===== src/design/lvs_queue.sv =====
// Two-entry queue between front and back.
// No dependencies.
module lvs_queue #(
  parameter int WIDTH = 8
) (
  input  logic             clk,
  input  logic             rst,
  input  logic             push,
  input  logic [WIDTH-1:0] push_data,
  input  logic             pop,
  output logic [WIDTH-1:0] pop_data,
  output logic             full,
  output logic             empty
);
  logic [WIDTH-1:0] slots [2];
  logic             wptr, rptr;
  logic [1:0]       count;

  assign full     = (count == 2'd2);
  assign empty    = (count == 2'd0);
  assign pop_data = slots[rptr];

  always_ff @(posedge clk) begin
    if (push) slots[wptr] <= push_data;
  end

  always_ff @(posedge clk) begin
    if (rst) begin
      wptr  <= 1'b0;
      rptr  <= 1'b0;
      count <= 2'd0;
    end else begin
      if (push) wptr <= ~wptr;
      if (pop)  rptr <= ~rptr;
      count <= count + 2'(push) - 2'(pop);
    end
  end
endmodule


===== config.mk =====
export PLATFORM = sky130hd
export DESIGN_NAME = lvs_queue
export DESIGN_NICKNAME = d
export VERILOG_FILES = /design/src/design/lvs_queue.sv
export SDC_FILE = /design/constraint.sdc
export NUM_CORES = 1
export LEC_CHECK = 0
export BUFFER_PORTS_ARGS = -buffer_cell sky130_fd_sc_hd__buf_2
export CAP_MARGIN = 40
export CORE_UTILIZATION = 45
export CTS_CLUSTER_SIZE = 10
export DETAILED_ROUTE_END_ITERATION = 6
export PLACE_DENSITY = 0.69
export SYNTH_ARGS = -nofsm -noshare
export SYNTH_HDL_FRONTEND = slang
export SYNTH_SLANG_ARGS = --single-unit

===== constraint.sdc =====
create_clock -name clk -period 1.6 [get_ports clk]
set_input_delay 0 -clock clk [delete_from_list [all_inputs] [get_ports clk]]
set_output_delay 0 -clock clk [all_outputs]
set_load 0.005 [all_outputs]

# Yosys cells after proc, flatten, opt, wreduce, memory -nomap -nowiden
# Memory sizes are Yosys's and may differ from the RTL's. A register that Yosys moved wholly into a read port is not among the register bits.
# Index checks and enable logic that the tools add are counted.
[totals]
regBits = 4
latchBits = 0
mem_bits_rw = 16
mem_bits_ro = 0
input_bits = 12
wordCells = 14
n_memories = 1
[memory_table]
columns = ["memory", "depth", "word_bits", "rd", "rd_clocked_by_memory_dff", "wr", "line_no", "source"]
rows = [
  ["slots", 2, 8, 1, 1, 1, "15", "logic [WIDTH-1:0] slots [2];"],
]
[op_classes]
addsub = 2
multipliers = 0
div = 0
n_lt_le_gt_ge = 0
eq_ne = 1
shifts = 0
n_mux = 4
n_bitwise = 2
n_reduce_logical = 1
[ops]
columns = ["cell", "n"]
rows = [
  ["$mux 1", 4],
  ["$add 2x1->2", 1],
  ["$eq 2x2->1 const B", 1],
  ["$logic_not 2->1", 1],
  ["$not 1->1", 2],
  ["$sub 2x1->2", 1],
]

# Depth between registers and ports, before layout
[logic_depth]
word_depth = 3
ltp_mapped = 6

# Worst setup path after synthesis
# Ideal clock, no wire load.
[synth_timing]
kind = "register to register"
startpoint = "register count[0]"
endpoint = "register count[1]"
arrival_time_ns = 1.031
required_ns = 1.490
path_slack_ns = 0.459
path_stages_with_launch = 7
synth_period_minus_slack_ns = 1.141
cell_sequence = "dfxtp_1 -> inv_1 -> ha_1 -> inv_1 -> ha_1 -> xnor3_1 -> nor2_1"
[synth_between]
elab_chain_cells = 2
[synth_lines]
columns = ["element", "line_no", "source"]
rows = [
  ["from (decl)", "17", "logic [1:0] count;"],
  ["from (signal assigned)", "35", "count <= count + 2'(push) - 2'(pop);"],
  ["$add 2x1->2", "35", ""],
  ["$sub 2x1->2", "35", ""],
]
# Every way passes these cells.
# A chain may end at the register's enable or synchronous reset.

==> impl_metrics.yaml <==
detailed_routing:
  antenna_left: 0
  dr.pass1.iters: 5
  vias: 454
  drc: 1
  via_per_inst: 4.63
  drt_iter0_markers: 5
  drt-total-wl_microns: 1120
  wl_per_cell_microns: 11.4
cells_and_area:
  nNetsFinal: 97
  fin_cells: 98
  fillers: 121
  final_core_util_pct: 67.0
  synthToLayoutAreaGrowth_pct: 33.3
  drive_above_1_share_pct: 40.2
  final_area_sq_um: 1060
  insertedDiodeCount: 0
sta:
  max_freq_mhz: 732
  finalHoldViolCount: 0
  fin_crit_sh_pct: 85.4
  fin_hold_ws_ns: 0.428
  setup_viol: 0
  slew-limit-headroom_pct: 75.2
  fin_skew_ns: 0.00593
  slew_viol_final: 0
  setup_tns_ns: 0
  fin_crit_ns: 1.37
  grt_setup_unrepaired: "no"
  worst_pin_slew_ns: 0.372
worst_setup_path:
  cp-start-kind: "register"
  cp_cell_sequence: "mux2_2, buf_2"
  required_ns: 1.60
  crit_fanout: 8
  worstSetupEndpointType: "output port"
  cp_slowest_stage_delay_ns: 0.56
  timing.critical_path.buf_inv: 1
  arrival_ns: 1.37
  setup.worst_path.class: "register to output port"
  slowest_stage: "dfxtp_1"
  critPathTopFamily: "flip-flops"
clock_tree:
  clk_pin_slew_ns: 0.11
  cts_tree: "built"
  numCtsBuffers: 3
  cts_sinks: 21
  cts_root_buf: "clkbuf_4"
  clk_latency_ns: 0.29
  cts_buffer_depth: 2
  htree_num_levels: 1
synth:
  avgSynthCellArea_sq_um: 17.2
  synth_fa_ha_area_share_pct: 3.16
  yosys-top-cells-count: "edfxtp_1 (16), mux2_2 (8), dfxtp_1 (5), nor2_1 (5), nor2b_1 (3)"
  ys_async_sr_fraction_pct: 0
  synth.area.top_cells: "edfxtp_1 (61%), dfxtp_1 (13%), mux2_2 (11%)"
  synth_xor_area_share_pct: 5.06
  synth.most_common_cell: "edfxtp_1"
  synth_area_sq_um: 792
  synth_cells: 46
  synthFlopType: "edfxtp_1"
  synth_compound_area_share_pct: 0
  yosys_warnings: 0
  synth_fp_nets: 60
  synth_mux_area_share_pct: 11.4
  seq_area_frac_synth_pct: 73.3
  yosysTopAreaCellShare_pct: 60.7
  synth_area_leader_cell: "edfxtp_1"
  synth_top_family_by_area: "multiplexers"
  synthDistinctLibCells: 11
  ys_ff_latch: 21
  synth-edff-count: 16
  yosys.area_share.simple_pct: 5.53
status:
  violations: "DRC"
  outcome: "finished, violations left"
global_routing:
  grt_overflow: 0
  grt_pass1_vias: 430
  antenna_found_initial: 0
  grt_use_total_pct: 13.3
  grt_first_pass_wirelength_microns: 1750
  grt_max_degree: 12
place:
  gp_congestion: 0.677
  io_buffers: 21
  dp.cells: 83
  placed_area_sq_um: 920
  dp_hpwl_microns: 702
floorplanning:
  rows: 14
  die_w_microns: 44.0
  start_util_pct: 50.2
  dieArea_sq_um: 1930
  core-area_sq_um: 1580
  pin_count: 22
  die_y_microns: 44.0
power_and_ir_drop:
  power_density_nw_per_um2: 1020
  intPower_uw: 846
  leakage_nw: 0.430
  comb_power_share_pct: 16.8
  p_sw_uw: 231
  p_clk_share_pct: 22.2
  seq_power_share_pct: 61.0
  vdd_drop_max_v: 0.000732
  switching_share_pct: 21.5
worst_hold_path:
  hold_class: "input pin to register"
run:
  cap_violations: 0
## worst paths after layout
path / startpoint / cells after the start / slack (ns) / to
max reg2reg: count[0]$_SDFF_PP0_ / 6 / 0.41 / count[1]$_SDFF_PP0_
max: register / 2 / 0.23 / pop_data[5]
min reg2reg: rptr$_SDFFE_PP0P_ / 2 / 0.54 / rptr$_SDFFE_PP0P_
min: push_data[4] / 2 / 0.43 / slots[0][4]$_DFFE_PP_
## cell type report
type / instances / area, sq um / share of cell area, %
clock buffers: 4 / 26.3 / 2.49
inverters: 2 / 7.51 / 0.711
multi-input cells: 22 / 199 / 18.8
flip-flops and latches: 21 / 581 / 55.0
well taps: 16 / 20.0 / 1.90
repair buffers: 33 / 223 / 21.1
## cells in the final DEF (no fill, tap or decap), drive strengths merged
cell,n
nor2,5
and2,1
xnor3,1
inv,2
edfxtp,16
dfxtp,5
clkbuf,4
ha,2
buf,22
nor2b,3
mux2,8
dlygate4sd3,11
xnor2,2
## power by group through the flow
| stage | Combinational [mW] | Clock (mW) | Sequential (mW) |
|---|---|---|---|
| finish | 0.181 | 0.240 | 0.657 |
| global placement | 0.160 | 0 | 0.669 |
| global route | 0.202 | 0.275 | 0.663 |
| floorplan | 0.106 | 0 | 0.659 |
| detailed placement | 0.161 | 0 | 0.670 |
| CTS | 0.183 | 0.251 | 0.658 |
## worst register-to-register path: stages, from the launching register on
cell,delay (ns)
dfxtp_1,0.36
inv_1,0.05
ha_1,0.26
inv_1,0.03
ha_1,0.17
xnor3_1,0.19
nor2_1,0.04
## metal layers
metal | vias to the layer above | GRT usage (%) | part of all wire [%]
li1 | 235 | - | -
met4 | 0 | 9.09 | 0.89
met2 | 10 | 21.8 | 51
met5 | - | 0 | 0
met3 | 2 | 3.75 | 2.9
met1 | 207 | 15.0 | 45
## what timing repair did
| action | CTS | global route |
|---|---|---|
| hold buffers | 11 | 0 |
| setup buffers | 0 | 0 |
| gates resized for setup | 0 | 0 |
| endpoints found under the hold margin | 21 | 0 |
## state kept, by name (all words and copies together), names as in the netlist, named ones only
signal and flops:
slots 16, wptr 1, count 2, rptr 1
## logic make-up after synthesis
| kind of cell | Yosys count |
|---|---|
| xor+xnor | 3 |
| fa+ha+maj | 2 |
| buf+inv | 3 |
| flops | 21 |
| mux | 8 |
| simple gates | 9 |
## stage by stage
stage | total power, mW | worst slack, ns
2_1_floorplan | 0.765 | 0.459
6_report | 1.08 | 0.234
5_1_grt | 1.14 | 0.175
3_5_place_dp | 0.831 | 0.417
4_1_cts | 1.09 | 0.209
3_3_place_gp | 0.829 | 0.435
(Power assumes the default switching activity.)
