### config.mk
export PLATFORM = sky130hd
export DESIGN_NAME = lvs_front
export DESIGN_NICKNAME = d
export VERILOG_FILES = /design/src/design/lvs_pkg.sv /design/src/design/lvs_front.sv
export SDC_FILE = /design/constraint.sdc
export NUM_CORES = 1
export LEC_CHECK = 0
export BUFFER_PORTS_ARGS = -buffer_cell sky130_fd_sc_hd__clkbuf_2
export CORE_UTILIZATION = 45
export DETAILED_ROUTE_END_ITERATION = 12
export PLACE_DENSITY = 0.64
export SLEW_MARGIN = 40
export SYNTH_ARGS = -nofsm -noshare
export SYNTH_HDL_FRONTEND = slang
export SYNTH_SLANG_ARGS = --single-unit
### constraint.sdc
create_clock -name clk -period 10.6 [get_ports clk]
set_input_delay 1.06 -clock clk [delete_from_list [all_inputs] [get_ports clk]]
set_output_delay 1.06 -clock clk [all_outputs]
set_load 0.02 [all_outputs]
### src/design/lvs_pkg.sv
// Shared constants and types for the lattice vorticity stencil.
// No dependencies.
package lvs_pkg;
  localparam int MAX_WIDTH_DEF = 1024;
  localparam int POP_BITS_DEF  = 24;
  localparam int MAX_HEIGHT    = 1024;
  localparam int ROW_W         = 10;
  localparam int HGT_W         = 11;
  localparam int CFG_W         = 11;
  localparam int CFG_IDX_W     = 2;
  localparam int COL_MAX_W     = 12;
  localparam int VEL_W         = 19;
  localparam int FRAC_BITS     = 16;
  localparam int VORT_W        = 32;
  localparam logic [CFG_W-1:0] WIDTH_RESET  = 11'd64;
  localparam logic [CFG_W-1:0] HEIGHT_RESET = 11'd64;

  typedef enum logic [CFG_IDX_W-1:0] {
    REG_GRID_WIDTH  = 2'd0,
    REG_GRID_HEIGHT = 2'd1
  } reg_idx_t;

  typedef struct packed {
    logic                 emit;
    logic                 last;
    logic                 row_odd;
    logic [COL_MAX_W-1:0] col;
  } node_ctl_t;
endpackage

### src/design/lvs_front.sv
// Front end: configuration registers, raster counters, population sums.
// Depends on lvs_pkg.
module lvs_front import lvs_pkg::*; #(
  parameter int MAX_WIDTH = MAX_WIDTH_DEF,
  parameter int POP_BITS  = POP_BITS_DEF,
  localparam int NUM_W = POP_BITS + 3,
  localparam int DEN_W = POP_BITS + 4
) (
  input  logic                       clk,
  input  logic                       rst,
  input  logic                       cfg_we,
  input  logic [CFG_IDX_W-1:0]       cfg_index,
  input  logic [CFG_W-1:0]           cfg_data,
  input  logic                       accept,
  input  logic signed [POP_BITS-1:0] pops [9],
  output node_ctl_t                  ctl,
  output logic signed [DEN_W-1:0]    den,
  output logic signed [NUM_W-1:0]    nx,
  output logic signed [NUM_W-1:0]    ny
);
  localparam int WW = $clog2(MAX_WIDTH + 1) + 1;
  localparam int CW = $clog2(MAX_WIDTH);

  logic [CFG_W-1:0] grid_width, grid_height;
  logic [CW-1:0]    column_count;
  logic [ROW_W-1:0] row_count;
  logic [WW-1:0]    w_eff, col_ext;
  logic [HGT_W-1:0] h_eff;

  always_comb begin
    logic signed [DEN_W-1:0] p [9];
    for (int i = 0; i < 9; i++) p[i] = DEN_W'(pops[i]);
    den = p[0] + p[1] + p[2] + p[3] + p[4] + p[5] + p[6] + p[7] + p[8];
    nx  = NUM_W'(p[0] + p[1] + p[2] - p[4] - p[5] - p[6]);
    ny  = NUM_W'(p[1] + p[3] + p[5] - p[0] - p[4] - p[7]);
  end

  always_comb begin
    if (grid_width < CFG_W'(3)) w_eff = WW'(3);
    else if (WW'(grid_width) > WW'(MAX_WIDTH)) w_eff = WW'(MAX_WIDTH);
    else w_eff = WW'(grid_width);
    if (grid_height < CFG_W'(3)) h_eff = HGT_W'(3);
    else if (grid_height > HGT_W'(MAX_HEIGHT)) h_eff = HGT_W'(MAX_HEIGHT);
    else h_eff = grid_height;
  end

  assign col_ext = WW'(column_count);

  always_comb begin
    ctl.col     = COL_MAX_W'(column_count);
    ctl.row_odd = row_count[0];
    ctl.emit    = (row_count >= ROW_W'(2)) && (column_count != '0) &&
                  (col_ext + WW'(2) <= w_eff);
    ctl.last    = (HGT_W'(row_count) == h_eff - HGT_W'(1)) &&
                  (col_ext == w_eff - WW'(2));
  end

  always_ff @(posedge clk) begin
    if (rst) begin
      grid_width   <= WIDTH_RESET;
      grid_height  <= HEIGHT_RESET;
      column_count <= '0;
      row_count    <= '0;
    end else if (cfg_we) begin
      unique case (cfg_index)
        REG_GRID_WIDTH: begin
          grid_width   <= cfg_data;
          column_count <= '0;
          row_count    <= '0;
        end
        REG_GRID_HEIGHT: begin
          grid_height  <= cfg_data;
          column_count <= '0;
          row_count    <= '0;
        end
        default: ;
      endcase
    end else if (accept) begin
      if (col_ext + WW'(1) >= w_eff) begin
        column_count <= '0;
        if (HGT_W'(row_count) + HGT_W'(1) >= h_eff) row_count <= '0;
        else row_count <= row_count + ROW_W'(1);
      end else begin
        column_count <= column_count + CW'(1);
      end
    end
  end
endmodule

# --- Word level (Yosys, flattened, before mapping) ---
# Index checks and enable logic that the tools add are counted.
totals:
  reg_bits: 42
  inputBits: 233
  word_cells: 63
classes:
  addsub: 23
  n_lt_le_gt_ge: 8
  n_eq_ne: 4
  n_mux: 12
  n_reduce_logical: 12
ops:
  columns: ["cell", "count"]
  rows:
  - ["28-bit by 24-bit adder with 28-bit output", 4]
  - ["27-bit by 24-bit subtractor with 27-bit output", 4]
  - ["10-bit two-way mux", 8]
  - ["26-bit by 24-bit subtractor with 27-bit output", 2]
  - ["25-bit by 24-bit adder with 26-bit output", 2]
  - ["24-bit by 24-bit adder with 25-bit output", 2]
  - ["11-bit two-way mux", 4]
  - ["27-bit by 24-bit adder with 28-bit output", 1]
  - ["26-bit by 24-bit adder with 27-bit output", 1]
  - ["10-bit by 1-bit adder with 11-bit output (second input constant)", 2]
  - ["11-bit greater-than comparator (second input constant)", 2]
  - ["11-bit by 2-bit < comparator with 1-bit output (second input constant)", 2]
  - ["10-bit by 1-bit adder with 10-bit output (second input constant)", 2]
  - ["10-bit by 12-bit == test with 1-bit output", 1]
  - ["11-bit by 12-bit >= comparator with 1-bit output", 1]
  - ["11-bit by 12-bit <= comparator with 1-bit output", 1]
  - ["12-bit by 2-bit subtractor with 12-bit output (second input constant)", 1]
  - ["10-bit by 2-bit adder with 11-bit output (second input constant)", 1]
  - ["10-bit by 11-bit == test with 1-bit output", 1]
  - ["11-bit >= comparator", 1]
  - ["11-bit by 1-bit subtractor with 11-bit output (second input constant)", 1]
  - ["10-bit by 2-bit >= comparator with 1-bit output (second input constant)", 1]
  - ["10-bit nonzero test", 1]
  - ["2-bit AND reduction", 3]
  - ["7 further kinds", 10]

# --- Logic depth before layout (Yosys ltp) ---
# Gate-level depths: netlist of run 1.
logic_depth:
  depth_word: 8
  depth_mapped: 24

# --- Least setup slack after synthesis of run 1 ---
# No wires, ideal clock.
synth_timing:
  path_type: "input port to output port"
  from: "in pops[169] (netlist name)"
  to: "out den[27]"
  arrival_time_ns: 6.171
  slack_ns: 3.369
  cell_stages: 24
  n_path_buf: 0
  cell_sequence: "inv_1 fa_1 inv_1 ha_1 inv_1 fa_1 nor2b_1 o31a_1 o211ai_1 a31oi_1 nand4_1 o21bai_1 xor2_1 fa_1 ha_1 nand3_1 nor3_1 o311a_1 o41a_1 nand4_1 nand3_2 o41ai_4 mux2i_1 a2111oi_2"
synth_via:
  elab_chain_cells: 8
synth_lines:
  columns: ["item", "line_no", "text"]
  rows:
  - ["start: declaration", "lvs_front.sv:15", "input logic signed [POP_BITS-1:0] pops [9],"]
  - ["24-bit by 24-bit adder with 25-bit output", "lvs_front.sv:33", "den = p[0] + p[1] + p[2] + p[3] + p[4] + p[5] + p[6] + p[7] + p[8];"]
  - ["25-bit by 24-bit adder with 26-bit output", "lvs_front.sv:33", null]
  - ["26-bit by 24-bit adder with 27-bit output", "lvs_front.sv:33", null]
  - ["27-bit by 24-bit adder with 28-bit output", "lvs_front.sv:33", null]
  - ["28-bit by 24-bit adder with 28-bit output (4 in a row)", "lvs_front.sv:33", null]
  - ["end: declaration", "lvs_front.sv:17", "output logic signed [DEN_W-1:0] den,"]
# Every way passes these cells.

# --- Worst setup path in the final report of run 1 ---
# Ends and elaborated chain as after synthesis.

==> results of run 1 <==
==> cells in the final DEF (no fill, tap or decap), types with 8 or more instances in the layout <==
| cell | count |
|---|---|
| inv_1 | 274 |
| fa_1 | 296 |
| o211ai_1 | 8 |
| nand3_1 | 52 |
| nand2b_1 | 15 |
| a211oi_1 | 9 |
| a41oi_1 | 8 |
| o21a_1 | 14 |
| nor2_1 | 83 |
| clkbuf_2 | 326 |
| o21ai_0 | 52 |
| ha_1 | 148 |
| nor4_1 | 11 |
| o31ai_1 | 11 |
| xnor2_1 | 88 |
| mux2i_1 | 14 |
| a21o_1 | 30 |
| a31oi_1 | 13 |
| dfxtp_1 | 42 |
| o21bai_1 | 19 |
| or3_1 | 9 |
| xor2_1 | 42 |
| nor3_1 | 22 |
| nor2b_1 | 11 |
| a21oi_1 | 106 |
| and3_1 | 21 |
| nand2_1 | 90 |
==> through the flow <==
step	setup WS [ps]	cells	hold slack [ps]	cell area [um^2]
floorplan	3370	1636	444	15100
global placement	2750	2375	469	17200
detailed placement	2640	2375	473	17200
CTS	2620	2383	480	17300
global route	2190	2383	511	17300
finish	2610	2383	478	17300
==> final cells by class <==
class / count / area (um^2) / share of cell area
clock buffer: 6 / 129 / 0.00744
clock inverter: 2 / 13.8 / 0.000794
inverter: 276 / 1040 / 0.0598
multi-input combinational: 1285 / 13100 / 0.756
sequential: 42 / 841 / 0.0485
tap: 442 / 553 / 0.0319
timing repair buffer: 330 / 1660 / 0.0957
==> per-layer routing <==
layer,vias to the layer above,part of all wire
met5,-,0
met4,0,0.028
met3,66,0.063
met2,401,0.48
met1,6237,0.43
li1,6083,-
==> state kept, by name, summed over array words and instances, names as in the netlist <==
register and cells:
grid_height 11, row_count 10, column_count 10, grid_width 11
==> cell usage after synthesis (all sizes together) (6+ instances only) <==
master	number
nand2	90
mux2i	14
dfxtp	42
a41oi	8
nor3	24
and3	21
a21o	30
fa	296
o21a	14
xnor2	88
o31ai	12
nand3	53
o211ai	8
o21bai	19
ha	148
nand2b	15
or3	9
clkbuf	28
a211oi	10
o21ai	53
a21oi	106
xor2	42
o41ai	7
a31oi	14
nor2	83
nand4	7
nor4	11
a21boi	6
inv	274
and2	7
nor2b	11
==> final timing paths <==
kind	from	to	slack, ps
worst min register to register	grid_height[9]	grid_height[9]	480
worst min-delay path	grid_height[9]	grid_height[9]	480
worst max register to register	grid_width[4]	row_count[4]	6580
worst max-delay path	pops[169]	den[27]	2610
==> critical path: cells and delay by family <==
| kind | cells | cell delay (ps) |
|---|---|---|
| AOI/OAI and AO/OA | 8 | 2210 |
| xor gates and xnor gates | 1 | 300 |
| adders and majority gates | 5 | 1860 |
| buffers and inverters | 5 | 540 |
| muxes | 1 | 150 |
| and+or+nand+nor | 6 | 770 |
==> cells by family (layout without fill, tap and decap cells) <==
group,after synthesis,in the layout,synth area share
simple gates,351,351,0.112
mux,14,14,0.00929
buf+inv,309,614,0.0776
compound gates,344,344,0.154
fa+ha+maj,444,444,0.516
xor+xnor,130,130,0.0755
flops,42,42,0.0557
other cells,1,2,0.000249
==> flow_summary.json, run 1 <==
{
  "grt_max_degree": 43,
  "portBuffers": 327,
  "cp-end-kind": "output port",
  "start_kind": "input port",
  "synth.area.top_cells": "fa_1, ha_1, inv_1, dfxtp_1, xnor2_1",
  "avgSynthCellArea_um2": 9.23,
  "crit_type": "in2out",
  "yosys.area.top_type": "fa_1",
  "tightest_slew_ps": 817,
  "yosysSeqAreaShare": 0.0557,
  "synth_top_area_share": 0.393,
  "die_h_um": 185,
  "clock_skew_ps": 4.63,
  "rows": 66,
  "die_x_um": 185,
  "firstDrtPassIters": 5,
  "initial_core_util": 0.460,
  "synth_area_mm2": 0.0151,
  "synthFlopType": "dfxtp_1",
  "final_util": 0.529,
  "drv_cap": 0,
  "clock_sinks": 42,
  "final-setup-viol-count": 0,
  "cp.required_ps": 9540,
  "gp_congestion": 0.907,
  "max-clock-path-buffers": 2,
  "htree_levels": 2,
  "clk_latency_ps": 290,
  "ioPinCount": 330,
  "core_mm2": 0.0328,
  "overflow": 0,
  "finalCritPeriodShare": 0.754,
  "final_antenna_net_count": 0,
  "syn_inst": 1635,
  "rsz0062_at_grt": "false",
  "layout_min_cycle_time_ps": 7990,
  "grt_pass1_vias": 13400,
  "met1_usage": 0.316,
  "grt_use_met2": 0.430,
  "cts-resized-gates": 0,
  "fillCellCount": 3152,
  "status": "finished clean",
  "crit_path_max_fanout": 5,
  "hold_viol": 0,
  "setup_tns_ps": 0,
  "rr_worst_depth": 14,
  "crit_path_max_incr_delay_ps": 470,
  "slew_headroom": 0.456,
  "cts_root_buf": "clkbuf_16",
  "use_met3": 0.0366,
  "cts_setup_buffers": 0,
  "cts_buffers": 5,
  "finalMaxSlewViolations": 0,
  "critPathSlowestCell": "fa_1",
  "dieArea_mm2": 0.0343,
  "grt_antenna_before_repair": 0,
  "tritoncts": "yes",
  "synth-seq-cells": 42,
  "fmax_ghz": 0.125,
  "grt_pass1_wl_mm": 66.0,
  "wirelength_mm": 40.6,
  "track_usage": 0.246,
  "via_per_inst": 5.37,
  "nets": 2617,
  "detail_route.iter0.violations": 573,
  "yosys_warnings": 0,
  "critPathArrivalTime_ps": 6930,
  "drc": 0,
  "hpwl_mm": 36.9,
  "drive_above_1_share": 0.182,
  "syn_to_final_growth_pct": 14.9,
  "cts.clk_slew.worst_paths_ps": 60,
  "synth_edf_count": 0,
  "postCtsHoldBufs": 0,
  "grt.busiest_layer": "met2",
  "hold_depth": 2,
  "vias": 12800,
  "hp-class": "reg2reg",
  "async_flop_share": 0,
  "diodes": 0,
  "yosysUniqueCellTypes": 70,
  "wl_per_cell_um": 17.0
}
Power of run 1 is not shown: default switching activity piles up to over one toggle a cycle in this logic, so the estimate is an artifact.
==> inputs of run 2 (changes only) <==
--- a/config.mk
+++ b/config.mk
@@ -8,7 +8,7 @@
 export BUFFER_PORTS_ARGS = -buffer_cell sky130_fd_sc_hd__clkbuf_2
 export CORE_UTILIZATION = 45
 export DETAILED_ROUTE_END_ITERATION = 12
-export PLACE_DENSITY = 0.64
+export PLACE_DENSITY = 0.67
 export SLEW_MARGIN = 40
 export SYNTH_ARGS = -nofsm -noshare
 export SYNTH_HDL_FRONTEND = slang
==> constraint.sdc (replaced) <==
create_clock -name clk -period 6.9 [get_ports clk]
set_input_delay 0.69 -clock clk [delete_from_list [all_inputs] [get_ports clk]]
set_output_delay 0.69 -clock clk [all_outputs]
set_load 0.02 [all_outputs]
==> run 2 against run 1 <==
Setup slack lost 2500 ps. Sequential share of layout area fell by 0.19 points. Critical path depth is 1 higher. First-iteration DRC count is 2.8% lower. Global-route usage is 0.24 points higher. Flip-flop and latch count unchanged. Largest cell class unchanged.
==> flow_summary.json, run 2 (same netlist as run 1, synthesis figures left out) <==
{
  "layout_min_cycle_time_ps": 6760,
  "portBuffers": 327,
  "ioPinCount": 330,
  "hp-class": "reg2reg",
  "pre_cts_slack_ps": -167,
  "status": "finished clean",
  "final-setup-viol-count": 0,
  "critPathArrivalTime_ps": 6070,
  "critPathSlowestCell": "fa_1",
  "cts_root_buf": "clkbuf_16",
  "vias": 13100,
  "crit_type": "in2out",
  "htree_levels": 2,
  "fmax_ghz": 0.148,
  "rr_worst_depth": 14,
  "final_antenna_net_count": 0,
  "rsz0062_at_grt": "true",
  "crit_path_max_incr_delay_ps": 500,
  "dieArea_mm2": 0.0343,
  "cp_top_family": "compound AO/OA/AOI/OAI gates",
  "hpwl_mm": 37.0,
  "drive_above_1_share": 0.224,
  "slew_headroom": 0.474,
  "fillCellCount": 3012,
  "mostFrequentLayoutCells": "clkbuf_2, fa_1, inv_1, ha_1, a21oi_1",
  "grt_antenna_before_repair": 0,
  "fin_area_mm2": 0.0180,
  "diodes": 0,
  "cts_buffers": 5,
  "tightest_slew_ps": 770,
  "hold_viol": 0,
  "syn_to_final_growth_pct": 19.5,
  "path_buf_inv": 6,
  "finalMaxSlewViolations": 0,
  "drc": 0,
  "gp_congestion": 0.921,
  "grt_pass1_wl_mm": 67.5,
  "die_h_um": 185,
  "hold_depth": 2,
  "setup_tns_ps": 0,
  "wl_per_cell_um": 17.0,
  "drv_cap": 0,
  "max-clock-path-buffers": 2,
  "firstDrtPassIters": 5,
  "detail_route.iter0.violations": 557,
  "reg_top3": "grid_height (11), grid_width (11)",
  "initial_core_util": 0.460,
  "grt_max_degree": 43,
  "cp-end-kind": "output port",
  "start_kind": "input port",
  "worst-path-stages": 27,
  "via_per_inst": 5.36,
  "wirelength_mm": 41.4,
  "place_area_mm2": 0.0175,
  "tritoncts": "yes",
  "setup_ws_ps": 135,
  "nets": 2671,
  "core_mm2": 0.0328,
  "clock_sinks": 42,
  "clock_skew_ps": 5.12,
  "overflow": 0,
  "layout_commonest_cell": "clkbuf_2",
  "finalCritPeriodShare": 0.980,
  "grt_pass1_vias": 13800,
  "clk_latency_ps": 290,
  "cp.required_ps": 6210,
  "crit_path_max_fanout": 4,
  "rows": 66,
  "track_usage": 0.249,
  "cts.clk_slew.worst_paths_ps": 60,
  "die_x_um": 185
}
## run 2: changes by cell type in the layout (fill, tap and decap cells not counted), sizes merged
| cell | previous run | this run |
|---|---|---|
| clkinv | 4 | 2 |
| bufinv | 0 | 1 |
| clkinvlp | 0 | 1 |
| clkbuf | 332 | 325 |
| buf | 4 | 65 |
## run 2: cell type report
class | instances | area [um^2] | share of cell area
clock inverters | 2 | 37.5 | 0.00208
multi-input cells | 1285 | 13300 | 0.739
clock buffers | 6 | 129 | 0.00715
inverters | 276 | 1040 | 0.0576
repair buffers | 384 | 2100 | 0.116
well taps | 442 | 553 | 0.0307
flip-flops and latches | 42 | 841 | 0.0466
## run 2: final timing paths
path	endpoint	from	slack [ps]
max	den[27]	pops[145]	140
min reg2reg	grid_height[7]	grid_height[7]	490
min	grid_height[7]	grid_height[7]	490
max reg2reg	column_count[4]	grid_width[4]	2790
## run 2: timing repair
action,4_1_cts,5_1_grt
endpoints found under the setup margin,4,13
pin swaps,21,38
hold buffers,0,0
setup buffers,4,6
gates resized for setup,23,43
## run 2: per-layer routing
metal | up-vias | part of all wire | global-route usage
met5 | - | 0 | 0
met4 | 0 | 0.027 | 0.0714
met3 | 56 | 0.060 | 0.0374
met2 | 396 | 0.49 | 0.441
met1 | 6403 | 0.42 | 0.312
li1 | 6204 | - | -
## run 2: stage by stage
stage               utilization  instances  hold slack (ps)
floorplan                     -       1636              444
global placement          0.534       2420              466
detailed placement        0.534       2420              468
CTS                       0.544       2432              482
global route              0.550       2437              521
finish                    0.550       2437              486
## run 2: worst register-to-register path: cells and delay by family, from the launching register on
family / cells / cell delay (ps)
adders and majority gates: 1 / 280
DFF: 1 / 370
AOI/OAI and AO/OA: 8 / 1340
and+or+nand+nor: 5 / 2070
Power of run 2 is left out for the same reason.
